===== src/rtl/core/bdsl_pkg.sv =====
// shared types and constants for the button debounce short/long press unit
`default_nettype none
package bdsl_pkg;

  localparam int unsigned DebWidth  = 16;
  localparam int unsigned HeldWidth = 32;
  localparam int unsigned CfgIdxWidth  = 8;
  localparam int unsigned CfgDataWidth = 32;
  localparam int unsigned InDataWidth  = 8;
  localparam int unsigned OutDataWidth = 40;

  localparam logic [DebWidth-1:0]  DebResetVal  = 16'd20;
  localparam logic [HeldWidth-1:0] LongResetVal = 32'd3000;

  // configuration register indexes
  localparam logic [CfgIdxWidth-1:0] CfgDebounceTicks  = 8'd0;
  localparam logic [CfgIdxWidth-1:0] CfgLongPressTicks = 8'd1;

  // one press report
  typedef struct packed {
    logic [HeldWidth-1:0] held_ticks_out;
    logic                 long_press;
  } press_result_t;

  // tracker status seen by the top level
  typedef struct packed {
    logic pressed;
    logic held_nonzero;
    logic long_seen;
  } trk_status_t;

endpackage
`default_nettype wire


===== src/rtl/core/button_debounce_short_long_press_unit.sv =====
// button debounce with short/long press reporting, top level
// a release word's result is registered in the output buffer before it shows on out_
// throughput: one sample word per cycle; in_tready drops only while both result
//   buffer entries are full, set by the two-entry output buffer
// reset: synchronous active-low rst_n clears the press state and buffer and
//   loads debounce_ticks = 20, long_press_ticks = 3000
`default_nettype none
module button_debounce_short_long_press_unit
  import bdsl_pkg::*;
(
  input  wire logic                    clk,
  input  wire logic                    rst_n,
  // in_tdata: [0] button_level, [7:1] zero
  input  wire logic                    in_tvalid,
  output logic                         in_tready,
  input  wire logic [InDataWidth-1:0]  in_tdata,
  // out_tdata: [0] long_press, [32:1] held_ticks_out, [39:33] zero
  output logic                         out_tvalid,
  input  wire logic                    out_tready,
  output logic [OutDataWidth-1:0]      out_tdata,
  // configuration write channel
  input  wire logic                    cfg_valid,
  output logic                         cfg_ready,
  input  wire logic [CfgIdxWidth-1:0]  cfg_index,
  input  wire logic [CfgDataWidth-1:0] cfg_data
);

  logic [DebWidth-1:0]  debounce_ticks_r;
  logic [HeldWidth-1:0] long_press_ticks_r;
  logic                 in_accept;
  logic                 res_valid;
  logic                 res_push;
  logic                 push_ready;
  press_result_t        res_data;
  press_result_t        out_data;
  trk_status_t          status;

  // configuration registers
  assign cfg_ready = 1'b1;
  always_ff @(posedge clk) begin
    if (!rst_n) begin
      debounce_ticks_r   <= DebResetVal;
      long_press_ticks_r <= LongResetVal;
    end else if (cfg_valid) begin
      if (cfg_index == CfgDebounceTicks) begin
        debounce_ticks_r <= cfg_data[DebWidth-1:0];
      end else if (cfg_index == CfgLongPressTicks) begin
        long_press_ticks_r <= cfg_data[HeldWidth-1:0];
      end
    end
  end

  assign in_tready = push_ready;
  assign in_accept = in_tvalid && in_tready;
  assign res_push  = res_valid;

  bdsl_tracker u_tracker (
    .clk              (clk),
    .rst_n            (rst_n),
    .sample_en        (in_accept),
    .button_level     (in_tdata[0]),
    .debounce_ticks   (debounce_ticks_r),
    .long_press_ticks (long_press_ticks_r),
    .res_valid        (res_valid),
    .res_data         (res_data),
    .status           (status)
  );

  bdsl_out_skid u_out (
    .clk        (clk),
    .rst_n      (rst_n),
    .push       (res_push),
    .push_data  (res_data),
    .push_ready (push_ready),
    .out_valid  (out_tvalid),
    .out_data   (out_data),
    .out_ready  (out_tready)
  );

  // output packing
  assign out_tdata = {{(OutDataWidth - HeldWidth - 1){1'b0}},
                      out_data.held_ticks_out, out_data.long_press};

  // a reported release leaves the tracker released
  a_release_clears: assert property (@(posedge clk) disable iff (!rst_n)
    res_push |=> !status.pressed)
    else $error("tracker still pressed after release report");

  // held time and long flag only exist while pressed
  a_held_only_pressed: assert property (@(posedge clk) disable iff (!rst_n)
    (status.held_nonzero || status.long_seen) |-> status.pressed)
    else $error("held state set while released");

  // a result is only produced by an accepted release word
  a_result_from_release: assert property (@(posedge clk) disable iff (!rst_n)
    res_push |-> (in_accept && !in_tdata[0] && status.pressed))
    else $error("result without accepted release");

  // the output is valid in the cycle after a result is produced
  a_result_visible: assert property (@(posedge clk) disable iff (!rst_n)
    res_push |=> out_tvalid)
    else $error("pushed result not visible on output");

endmodule
`default_nettype wire


===== src/rtl/core/bdsl_tracker.sv =====
// debounce and held-time tracker, one sample word per cycle while sample_en is high
`default_nettype none
module bdsl_tracker
  import bdsl_pkg::*;
(
  input  wire logic                 clk,
  input  wire logic                 rst_n,
  input  wire logic                 sample_en,
  input  wire logic                 button_level,
  input  wire logic [DebWidth-1:0]  debounce_ticks,
  input  wire logic [HeldWidth-1:0] long_press_ticks,
  output logic                      res_valid,
  output press_result_t             res_data,
  output trk_status_t               status
);

  logic                 pressed_r, pressed_nxt;
  logic [DebWidth-1:0]  stable_r, stable_nxt;
  logic [HeldWidth-1:0] held_r, held_nxt;
  logic                 long_r, long_nxt;

  logic [HeldWidth-1:0] held_inc;
  logic [DebWidth-1:0]  stable_inc;
  logic                 long_upd;
  logic                 accept;

  // per-sample update
  always_comb begin
    held_inc   = held_r;
    long_upd   = long_r;
    stable_inc = stable_r;
    accept     = 1'b0;
    if (pressed_r) begin
      if (held_r != {HeldWidth{1'b1}}) begin
        held_inc = held_r + 1'b1;
      end
      if (held_inc >= long_press_ticks) begin
        long_upd = 1'b1;
      end
    end
    if (stable_r != {DebWidth{1'b1}}) begin
      stable_inc = stable_r + 1'b1;
    end
    if (button_level != pressed_r) begin
      accept = (stable_inc >= debounce_ticks);
    end

    pressed_nxt = pressed_r;
    held_nxt    = held_inc;
    long_nxt    = long_upd;
    stable_nxt  = (button_level == pressed_r) ? '0 : stable_inc;
    res_valid   = 1'b0;
    if (accept) begin
      stable_nxt  = '0;
      held_nxt    = '0;
      long_nxt    = 1'b0;
      pressed_nxt = button_level;
      res_valid   = sample_en && !button_level;
    end
    res_data.long_press     = long_upd;
    res_data.held_ticks_out = held_inc;
  end

  // state registers
  always_ff @(posedge clk) begin
    if (!rst_n) begin
      pressed_r <= 1'b0;
      stable_r  <= '0;
      held_r    <= '0;
      long_r    <= 1'b0;
    end else if (sample_en) begin
      pressed_r <= pressed_nxt;
      stable_r  <= stable_nxt;
      held_r    <= held_nxt;
      long_r    <= long_nxt;
    end
  end

  assign status.pressed      = pressed_r;
  assign status.held_nonzero = (held_r != '0);
  assign status.long_seen    = long_r;

endmodule
`default_nettype wire


===== src/rtl/core/bdsl_out_skid.sv =====
// two-entry result buffer between the tracker and the output stream
`default_nettype none
module bdsl_out_skid
  import bdsl_pkg::*;
(
  input  wire logic          clk,
  input  wire logic          rst_n,
  input  wire logic          push,
  input  wire press_result_t push_data,
  output logic               push_ready,
  output logic               out_valid,
  output press_result_t      out_data,
  input  wire logic          out_ready
);

  logic          main_valid_r;
  logic          skid_valid_r;
  press_result_t main_r;
  press_result_t skid_r;
  logic          pop;

  assign pop        = main_valid_r && out_ready;
  assign push_ready = !skid_valid_r;
  assign out_valid  = main_valid_r;
  assign out_data   = main_r;

  // control flags
  always_ff @(posedge clk) begin
    if (!rst_n) begin
      main_valid_r <= 1'b0;
      skid_valid_r <= 1'b0;
    end else if (pop) begin
      if (skid_valid_r) begin
        skid_valid_r <= 1'b0;
      end else begin
        main_valid_r <= push;
      end
    end else if (push) begin
      if (main_valid_r) begin
        skid_valid_r <= 1'b1;
      end else begin
        main_valid_r <= 1'b1;
      end
    end
  end

  // payload
  always_ff @(posedge clk) begin
    if (pop) begin
      if (skid_valid_r) begin
        main_r <= skid_r;
      end else if (push) begin
        main_r <= push_data;
      end
    end else if (push) begin
      if (main_valid_r) begin
        skid_r <= push_data;
      end else begin
        main_r <= push_data;
      end
    end
  end

endmodule
`default_nettype wire


===== config.mk =====
export PLATFORM = sky130hd
export DESIGN_NAME = button_debounce_short_long_press_unit
export DESIGN_NICKNAME = d
export VERILOG_FILES = /design/src/rtl/core/bdsl_pkg.sv /design/src/rtl/core/button_debounce_short_long_press_unit.sv /design/src/rtl/core/bdsl_tracker.sv /design/src/rtl/core/bdsl_out_skid.sv
export SDC_FILE = /design/constraint.sdc
export NUM_CORES = 1
export LEC_CHECK = 0
export ABC_CLOCK_PERIOD_IN_PS = 5400
export BUFFER_PORTS_ARGS = -buffer_cell sky130_fd_sc_hd__clkbuf_2
export CAP_MARGIN = 5
export CORE_ASPECT_RATIO = 1.2
export CORE_MARGIN = 4
export CORE_UTILIZATION = 54
export CTS_CLUSTER_DIAMETER = 150
export DETAILED_ROUTE_END_ITERATION = 8
export PLACE_DENSITY = 0.77
export SYNTH_ARGS = -nofsm -noshare
export SYNTH_HDL_FRONTEND = slang
export SYNTH_HIERARCHICAL = 1
export SYNTH_SLANG_ARGS = --single-unit
export TNS_END_PERCENT = 30

===== constraint.sdc =====
create_clock -name clk -period 5.4 [get_ports clk]
set_input_delay 1.08 -clock clk [delete_from_list [all_inputs] [get_ports clk]]
set_output_delay 1.08 -clock clk [all_outputs]
set_load 0.005 [all_outputs]

* Yosys cells after proc, flatten, opt, wreduce, memory -nomap -nowiden
Cells that the tools add are included.
** Cells by class
- Add/subtract/negate cells :: 2
- Multipliers :: 0
- Div/mod/pow operators :: 0
- Order comparisons :: 2
- Eq/ne operators :: 7
- Shifts and indexed selects :: 0
- Mux-type cells :: 20
- Bitwise operators :: 3
- Reductions and logical operators :: 16
** Operators with widths (number)
- $mux W33 :: 5
- $mux W32 :: 4
- $mux W16 :: 3
- $add A32 B1 Y32 const B :: 1
- $ge A32 B32 Y1 :: 1
- $ne A32 B32 Y1 const B :: 1
- $add A16 B1 Y16 const B :: 1
- $ge A16 B16 Y1 :: 1
- $ne A16 B16 Y1 const B :: 1
- $reduce_and A3 Y1 :: 3
- $eq A8 B1 Y1 const B :: 1
- $logic_not A8 Y1 :: 1
- $mux W1 :: 8
- $reduce_and A2 Y1 :: 4
- $ne A2 B2 Y1 const B :: 2
- $reduce_bool A2 Y1 :: 2
- $logic_and A1 B1 Y1 :: 3
- $not A1 Y1 :: 3
- $logic_not A1 Y1 :: 2
- $reduce_or A2 Y1 :: 1
- $eq A1 B1 Y1 :: 1
- $ne A1 B1 Y1 :: 1
** Storage, ports and cells
- Register bits :: 166
- Latch bits :: 0
- RAM bits :: 0
- Memory bits (read-only) :: 0
- Input port bits :: 53
- Word-level logic and storage cells :: 62
- Memories :: 0

* Longest topological paths before layout
Gate-level depths: netlist of run 1.
- Depth after elaboration :: 9
- Mapped depth :: 17

* Hierarchy
Netlist of run 1, hierarchy kept.
** By module, submodules not included
- bdsl_tracker :: instances 1, cells an instance 690, area an instance 5099.9 um^2
- bdsl_out_skid :: instances 1, cells an instance 116, area an instance 2613.8 um^2
- button_debounce_short_long_press_unit :: instances 1, cells an instance 217, area an instance 2025.7 um^2

* Least setup slack after synthesis of run 1
No wires, ideal clock.
- Kind :: register -> register
- Start point :: register u_tracker.stable_r[7]
- End point :: register u_out.main_r (netlist bit u_out/out_data[0]), enable pin
- Setup time :: 0.434 ns
- Arrival :: 4.813 ns
- Data required time :: 4.966 ns
- Path slack :: 0.152 ns
- Cell stages (with the launch flop) :: 14
- Buffers on the path :: 2
- Clock period less this slack :: 5.248 ns
- Cell sequence :: dfxtp_1 > clkbuf_1 > and4_1 > and3_1 > clkbuf_1 > nand4_1 > mux2_2 > ha_1 > nand4_1 > a2111oi_0 > a21oi_1 > nor3_1 > a21oi_1 > a21oi_1
** On the way
- Cells in the longest elaborated chain, start to end :: 7
** RTL lines
- from (decl) :: RTL line bdsl_tracker.sv:18 : logic [DebWidth-1:0] stable_r, stable_nxt;
- from (signal assigned) :: RTL line bdsl_tracker.sv:73 : stable_r <= stable_nxt;
- $add A16 B1 Y16 / $ne A16 B16 Y1 (equally long branches) :: RTL line bdsl_tracker.sv:42, bdsl_tracker.sv:41
- $mux W16 * :: RTL line bdsl_tracker.sv:41 : if (stable_r != {DebWidth{1'b1}}) begin
- $ge A16 B16 Y1 * :: RTL line bdsl_tracker.sv:45 : accept = (stable_inc >= debounce_ticks);
- $mux W1 * :: RTL line bdsl_tracker.sv:44 : if (button_level != pressed_r) begin
- $mux W1 * :: RTL line bdsl_tracker.sv:53 : if (accept) begin
- via res_push :: RTL line button_debounce_short_long_press_unit.sv:32 : logic res_push;
- $reduce_bool A2 Y1 (no source line)
- $reduce_and A3 Y1 (no source line) *
- to (signal assigned) :: RTL line bdsl_out_skid.sv:51 : main_r <= skid_r;
- to (signal assigned) :: RTL line bdsl_out_skid.sv:53 : main_r <= push_data;
- to (signal assigned) :: RTL line bdsl_out_skid.sv:59 : main_r <= push_data;
- to (decl) :: RTL line bdsl_out_skid.sv:18 : press_result_t main_r;
Mark *: on every way through the listed nets, which the timed path passes. The rest lies on a longest branch.
A chain may end at the register's enable or synchronous reset.

* Worst setup path after layout of run 1
- Start point :: register u_tracker.stable_r[0]
- End point :: register u_out.main_r (netlist bit u_out/out_data[3]), enable pin
The elaborated chain is that of the path after synthesis.

==> results of run 1 <==
-- registers in the layout (all words and copies together) (netlist names) --
| signal | count |
|---|---|
| u_out/out_data | 33 |
| u_out/skid_r | 33 |
| long_press_ticks_r | 32 |
| u_tracker/held_r | 32 |
| debounce_ticks_r | 16 |
| u_tracker/stable_r | 16 |
| u_out/out_valid | 1 |
| u_out/skid_valid_r | 1 |
| u_tracker/long_r | 1 |
| u_tracker/pressed_r | 1 |
-- cell type report --
cell class,count,area share (%)
multi-input cells,708,47.41
flip-flops and latches,166,37.75
repair buffers,90,4.861
clock buffers,18,4.066
well taps,220,2.608
inverters,65,2.312
clock inverters,14,0.9958
-- critical path: cells and delay by family (launching register included) --
kind | cells | cell delay [ps]
flops | 1 | 440
simple gates | 6 | 1640
buf+inv | 2 | 450
fa+ha+maj | 2 | 390
compound gates | 5 | 1200
-- worst max path at each step --
| stage | from | endpoint | slack, ps | cells past startpoint |
|---|---|---|---|---|
| detailed placement | u_tracker/stable_r[0]$_SDFFE_PN0P_ | u_out/out_data[6]$_DFFE_PP_ | 990 | 15 |
| global route | u_tracker/stable_r[0]$_SDFFE_PN0P_ | u_out/out_data[14]$_DFFE_PP_ | 440 | 15 |
| global placement | u_tracker/stable_r[0]$_SDFFE_PN0P_ | u_out/out_data[4]$_DFFE_PP_ | 1000 | 15 |
| finish | u_tracker/stable_r[0]$_SDFFE_PN0P_ | u_out/out_data[3]$_DFFE_PP_ | 950 | 15 |
| CTS | u_tracker/stable_r[0]$_SDFFE_PN0P_ | u_out/out_data[5]$_DFFE_PP_ | 940 | 15 |
| floorplan | u_tracker/stable_r[7]$_SDFFE_PN0P_ | u_out/out_data[0]$_DFFE_PP_ | 150 | 13 |
-- through the flow --
| step | cells | utilization, % | cell area (µm²) |
|---|---|---|---|
| floorplan | 1017 | - | 9678 |
| global route | 1281 | 60.06 | 10550 |
| finish | 1281 | 60.06 | 10550 |
| detailed placement | 1249 | 57.02 | 10020 |
| CTS | 1281 | 60.06 | 10550 |
| global placement | 1249 | 57.02 | 10020 |
-- report_power, final --
part           switching, mW  internal [mW]  leakage [nW]
sequential           0.00740           1.30          1.55
clock                  0.505          0.590         0.250
combinational         0.0665         0.0401          2.60
total                  0.579           1.93          4.41
-- layer usage --
metal  routed length [µm]  GRT usage [%]
met1                 9069          26.80
met2                 9464          32.13
met3                  856          3.592
met5                    0              0
met4                  391          7.228
==> metrics.md, run 1 <==
| Metric | Value |
|---|---|
| Gr ovfl total | 0 |
| FF-to-FF End | u_out/out_data[3]$_DFFE_PP_ |
| Slew Viols, Final | 0 |
| Clock Skews | between 7 and 8 ps |
| CP startpoint kind | register |
| Antenna Violating Nets Remaining | 0 |
| Mean Syn Cell Area | 9.550 µm² |
| CTS tree | done |
| Die footprint | roughly 0.02 mm² |
| Worst slack, placed | about 990 ps |
| CTS buffer count | 17 |
| CTS Hold Buffers Added | 0 |
| # Max-Cap Violations | 0 |
| Setup violations, final | 0 |
| CTS root buffer | clkbuf_16 |
| Most common cell after layout, fill and taps aside | nand2_1 |
| Later-pin clock latency in the skew report | 420 ps |
| Power Total | about 2.5 mW |
| CP endpoint kind | register |
| CP max stage delay | between 500 and 600 ps |
| Worst Reg-to-Reg Cells | 15 |
| Mapped Area | between 0.009 and 0.01 mm² |
| RR Startpoint | u_tracker/stable_r[0]$_SDFFE_PN0P_ |
| Slowest CP cell | a2111oi_0 |
| Fraction of layout cells with a size suffix above 1 | about 16% |
| RSZ-0062 raised after global routing | false |
| Cell-by-cell listing of the critical path | ha_1 > nand2_1 > nor3_1 > nand3_1 > o21a_1 > nand2_1 > ha_1 > nand4_1 > a2111oi_0 > buf_4 > a21oi_1 > nor3_1 > a21oi_1 > a21oi_4 > buf_12 |
| Via density | roughly 5.6 |
| Vias in the first global route | 6634 |
| Register Area | about 0.0040 mm² |
| Clock Tree Buf Depth | 2 |
| Reg clk slew, reported paths | 60 ps |
| Area of the multi-input gates | 0.005004 mm² |
| Fin. Hold Viols | 0 |
| Placer Congestion | roughly 0.94 |
| Initial Utilization | around 55% |
| Clock sinks | around 170 |
| CTS resizes | 0 |
| Iteration-0 DRC Markers | 375 |
| Fmax | 0.2248 GHz |
| Gr usage total | 19.96% |
| Layout area overhead | 9.304% |
| Reg2Reg Setup Slack | about 950 ps |
| Power density cells | between 200 and 250 mW/mm² |
| Dpl hpwl | approximately 14000 µm |
| Crit path kind | reg -> reg |
| Post-Route WL | between 15000 and 20000 µm |
| Worst hold path endpoint | long_press_ticks_r[17]$_SDFFE_PN0P_ |
| Die Wd | between 100 and 150 µm |
| CORE AREA | 0.01757 mm² |
| Antenna cells | 0 |
| Fin crit share | 82.36% |
| Ys Warns | 6 |
| DRT Pass-1 Iters | 5 |
| Status | finished clean |
| Fin Hold WS | between 400 and 500 ps |
| Post-layout minimum cycle time | 4448 ps |
| HP Start | long_press_ticks_r[17]$_SDFFE_PN0P_ |
| # port buffers | 80 |
| Fill cell count | between 1k and 1.5k |
| Slew @ Worst Pin | ~1200 ps |
| Pin count of the biggest net entering global routing | between 60 and 70 |
| Avg WL per Cell | approximately 15 µm |
| CP Max Fanout | 33 |
| Height of the die | about 150 µm |
| Final worst slack | approximately 950 ps |
| Vias | ~7.1k |
| Total negative slack | 0 ps |
| Worst rel slew slack | a little over a fifth |
| Required @ worst endpoint | between 5000 and 6000 ps |
| Maximum VDD drop | approximately 190 µV |
| DRC Markers | 0 |
| First-pass GRT wire length | about 32000 µm |
| Row Count | between 50 and 60 |
| Setup bufs post-CTS | 0 |
| Htree depth | 4 |
| Post-Syn Instances | approximately 1.0k |
| Worst Hold Path Cells | 2 |
| Static leakage | around 4.4 nW |
| Critical path arrival | 4570 ps |
| Worst min path class | reg -> reg |
| Initial antenna violation count | 0 |
| Most frequent cells in the layout | nand2_1, dfxtp_1, clkbuf_2 |
| Final nets | 1152 |
| IO Count | between 90 and 100 |
Power figures use the tool's default switching activity.
==> run 2, diff against run 1 <==
ABC_AREA = 1   (was unset)
ABC_CLOCK_PERIOD_IN_PS = 3600   (was 5400)
CORE_UTILIZATION = 55   (was 54)
PLACE_DENSITY = 0.78   (was 0.77)
clock period = 3.6 ns   (was 5.4 ns; I/O delays follow)
==> metrics.md, run 2 <==
| Metric | Value |
|---|---|
| Fill cell count | 1672 (was 1465) |
| Die Wd | 131.9 µm (was 130.1 µm) |
| Worst Reg-to-Reg Cells | 26 (was 15) |
| Post-Route WL | 24940 µm (was 19780 µm) |
| Clock Power Share | 48.0% (was 43.7%) |
| Clock Skews | 14.08 ps (was 7.363 ps) |
| CP startpoint kind | register (unchanged) |
| Pin count of the biggest net entering global routing | 67 (was 64) |
| Placer Congestion | 0.9418 (was 0.9407) |
| Via density | 5.261 (was 5.560) |
| Layout Cells excl Fill | 1732 (was 1281) |
| Vias in the first global route | 8671 (was 6634) |
| Required @ worst endpoint | 3740 ps (was 5520 ps) |
| Combinational power share | 3.2% (was 4.3%) |
| Critical path arrival | 3540 ps (was 4570 ps) |
| RR Startpoint | u_tracker/stable_r[1]$_SDFFE_PN0P_ (was u_tracker/stable_r[0]$_SDFFE_PN0P_) |
| Fin Hold WS | 457.6 ps (was 452.8 ps) |
| Antenna Violating Nets Remaining | 0 (unchanged) |
| CP endpoint kind | register (unchanged) |
| Gr ovfl total | 0 (unchanged) |
| Dpl hpwl | 18200 µm (was 14460 µm) |
| Status | finished clean (unchanged) |
| Die footprint | 0.02067 mm² (was 0.02009 mm²) |
| Fin crit share | 94.32% (was 82.36%) |
| Height of the die | 156.7 µm (was 154.5 µm) |
| Psw | 0.8924 mW (was 0.5786 mW) |
| Reg clk slew, reported paths | 70 ps (was 60 ps) |
| Initial antenna violation count | 0 (unchanged) |
| Initial Utilization | 55.77% (was 54.94%) |
| Internal power | 3.088 mW (was 1.927 mW) |
| Static leakage | 5.278 nW (was 4.405 nW) |
| Post-layout minimum cycle time | 3396 ps (was 4448 ps) |
| Clock Tree Buf Depth | 2 (unchanged) |
| Clock sinks | 166 (unchanged) |
| CORE AREA | 0.01817 mm² (was 0.01757 mm²) |
| Most frequent cells in the layout | nand2_1, inv_1, nor2_1 (was nand2_1, dfxtp_1, clkbuf_2) |
| Fmax | 0.2945 GHz (was 0.2248 GHz) |
| Worst min path class | reg -> reg (unchanged) |
| # port buffers | 80 (unchanged) |
| CP most frequent cell | nand2_1 |
| Share of power burned in registers | 48.8% (was 52.1%) |
| Utilization after layout | 62.77% (was 60.06%) |
| Critical Path Source | u_tracker/stable_r[1]$_SDFFE_PN0P_ (was u_tracker/stable_r[0]$_SDFFE_PN0P_) |
| Later-pin clock latency in the skew report | 430 ps (was 420 ps) |
| End point of the critical path | u_out/out_data[23]$_DFFE_PP_ (was u_out/out_data[3]$_DFFE_PP_) |
| CTS tree | done (unchanged) |
| Most common cell after layout, fill and taps aside | nand2_1 (unchanged) |
| Gr usage total | 24.22% (was 19.96%) |
| First-pass GRT wire length | 40790 µm (was 32390 µm) |
| Setup violations, final | 0 (unchanged) |
| Crit path kind | reg -> reg (unchanged) |
| # Max-Cap Violations | 0 (unchanged) |
| DRT Pass-1 Iters | 7 (was 5) |
| Post-Syn Instances | 1423 (was 1011) |
| Iteration-0 DRC Markers | 616 (was 375) |
| Slew @ Worst Pin | 880.7 ps (was 1179 ps) |
| Power density cells | 348.9 mW/mm² (was 237.4 mW/mm²) |
| Mapped Area | 0.01014 mm² (was 0.009656 mm²) |
| Ys Warns | 6 (unchanged) |
| Fraction of layout cells with a size suffix above 1 | 14.79% (was 16.40%) |
| Vias | 9112 (was 7123) |
| Sw frac | 22.42% (was 23.10%) |
| Slew Viols, Final | 0 (unchanged) |
| Total negative slack | 0 ps (unchanged) |
| Antenna cells | 0 (unchanged) |
| Inst Count DP | 1697 (was 1249) |
| Final nets | 1599 (was 1152) |
| Maximum VDD drop | 304.9 µV (was 186.8 µV) |
| CP Max Fanout | 16 (was 33) |
| CTS buffer count | 17 (unchanged) |
| CP max stage delay | 360 ps (was 580 ps) |
| Htree depth | 4 (unchanged) |
| CTS Hold Buffers Added | 0 (unchanged) |
| Row Count | 54 (was 53) |
| Layout area overhead | 12.55% (was 9.304%) |
| Worst rel slew slack | 40.67% (was 21.00%) |
| DRC Markers | 0 (unchanged) |
| Fin. Hold Viols | 0 (unchanged) |
| Mean Syn Cell Area | 7.123 µm² (was 9.550 µm²) |
| IO Count | 96 (unchanged) |
| Reg2Reg Setup Slack | 200 ps (was 950 ps) |
| Slowest CP cell | dfxtp_2 (was a2111oi_0) |
| FF-to-FF End | u_out/out_data[23]$_DFFE_PP_ (was u_out/out_data[3]$_DFFE_PP_) |
| Avg WL per Cell | 14.40 µm (was 15.44 µm) |
| CTS root buffer | clkbuf_16 (unchanged) |
run 2: worst max-delay path: cells and delay by family (launching register included):
kind	cells	cell delay [ps]
AO/OA/AOI/OAI	1	190
adder cells (fa/ha/maj)	2	490
buffers and inverters	7	720
flip-flops	1	360
AND/OR/NAND/NOR	16	1300
run 2: worst min path at each step:
| stage | startpoint | end | slack (ps) | depth (start not counted) |
|---|---|---|---|---|
| detailed placement | debounce_ticks_r[4]$_SDFFE_PN1P_ | debounce_ticks_r[4]$_SDFFE_PN1P_ | 440 | 2 |
| global placement | debounce_ticks_r[4]$_SDFFE_PN1P_ | debounce_ticks_r[4]$_SDFFE_PN1P_ | 450 | 2 |
| CTS | debounce_ticks_r[4]$_SDFFE_PN1P_ | debounce_ticks_r[4]$_SDFFE_PN1P_ | 460 | 2 |
| global route | debounce_ticks_r[4]$_SDFFE_PN1P_ | debounce_ticks_r[4]$_SDFFE_PN1P_ | 480 | 2 |
| finish | debounce_ticks_r[4]$_SDFFE_PN1P_ | debounce_ticks_r[4]$_SDFFE_PN1P_ | 460 | 2 |
| floorplan | debounce_ticks_r[2]$_SDFFE_PN1P_ | debounce_ticks_r[2]$_SDFFE_PN1P_ | 430 | 2 |
run 2: area by class of cell:
type,count,area [µm²],area share [%]
tap,224,280.3,2.457
timing repair buffer,110,680.7,5.966
clock inverter,15,195.2,1.711
inverter,211,792.0,6.942
sequential,166,3993,35.00
clock buffer,17,425.4,3.729
multi-input combinational,989,5042,44.20
run 2: power by group through the flow:
stage,registers (mW),logic [mW],clock network (mW)
finish,1.94,0.127,1.91
global route,1.94,0.143,2.03
CTS,1.94,0.127,1.95
global placement,1.98,0.125,0
floorplan,1.98,0.0841,0
detailed placement,1.98,0.126,0
run 2: what timing repair did:
action	4_1_cts	5_1_grt
endpoints found under the setup margin	33	67
pin swaps	1	3
setup buffers	2	0
gates resized for setup	1	23
cloned	0	1
run 2: layer usage:
| layer | part of all wire, % | track usage (%) |
|---|---|---|
| met5 | 0 | 0 |
| met4 | 4.4 | 12.71 |
| met3 | 5.0 | 4.598 |
| met2 | 49 | 42.64 |
| met1 | 42 | 28.14 |
run 2: stage by stage:
step | worst slack [ps] | cell area [µm²] | power, mW
2_1_floorplan | -66.24 | 10170 | 2.067
3_3_place_gp | 126.0 | 10680 | 2.108
3_5_place_dp | 0.7676 | 10680 | 2.110
4_1_cts | 10.68 | 11320 | 4.013
5_1_grt | -45.76 | 11410 | 4.113
6_report | 204.4 | 11410 | 3.981
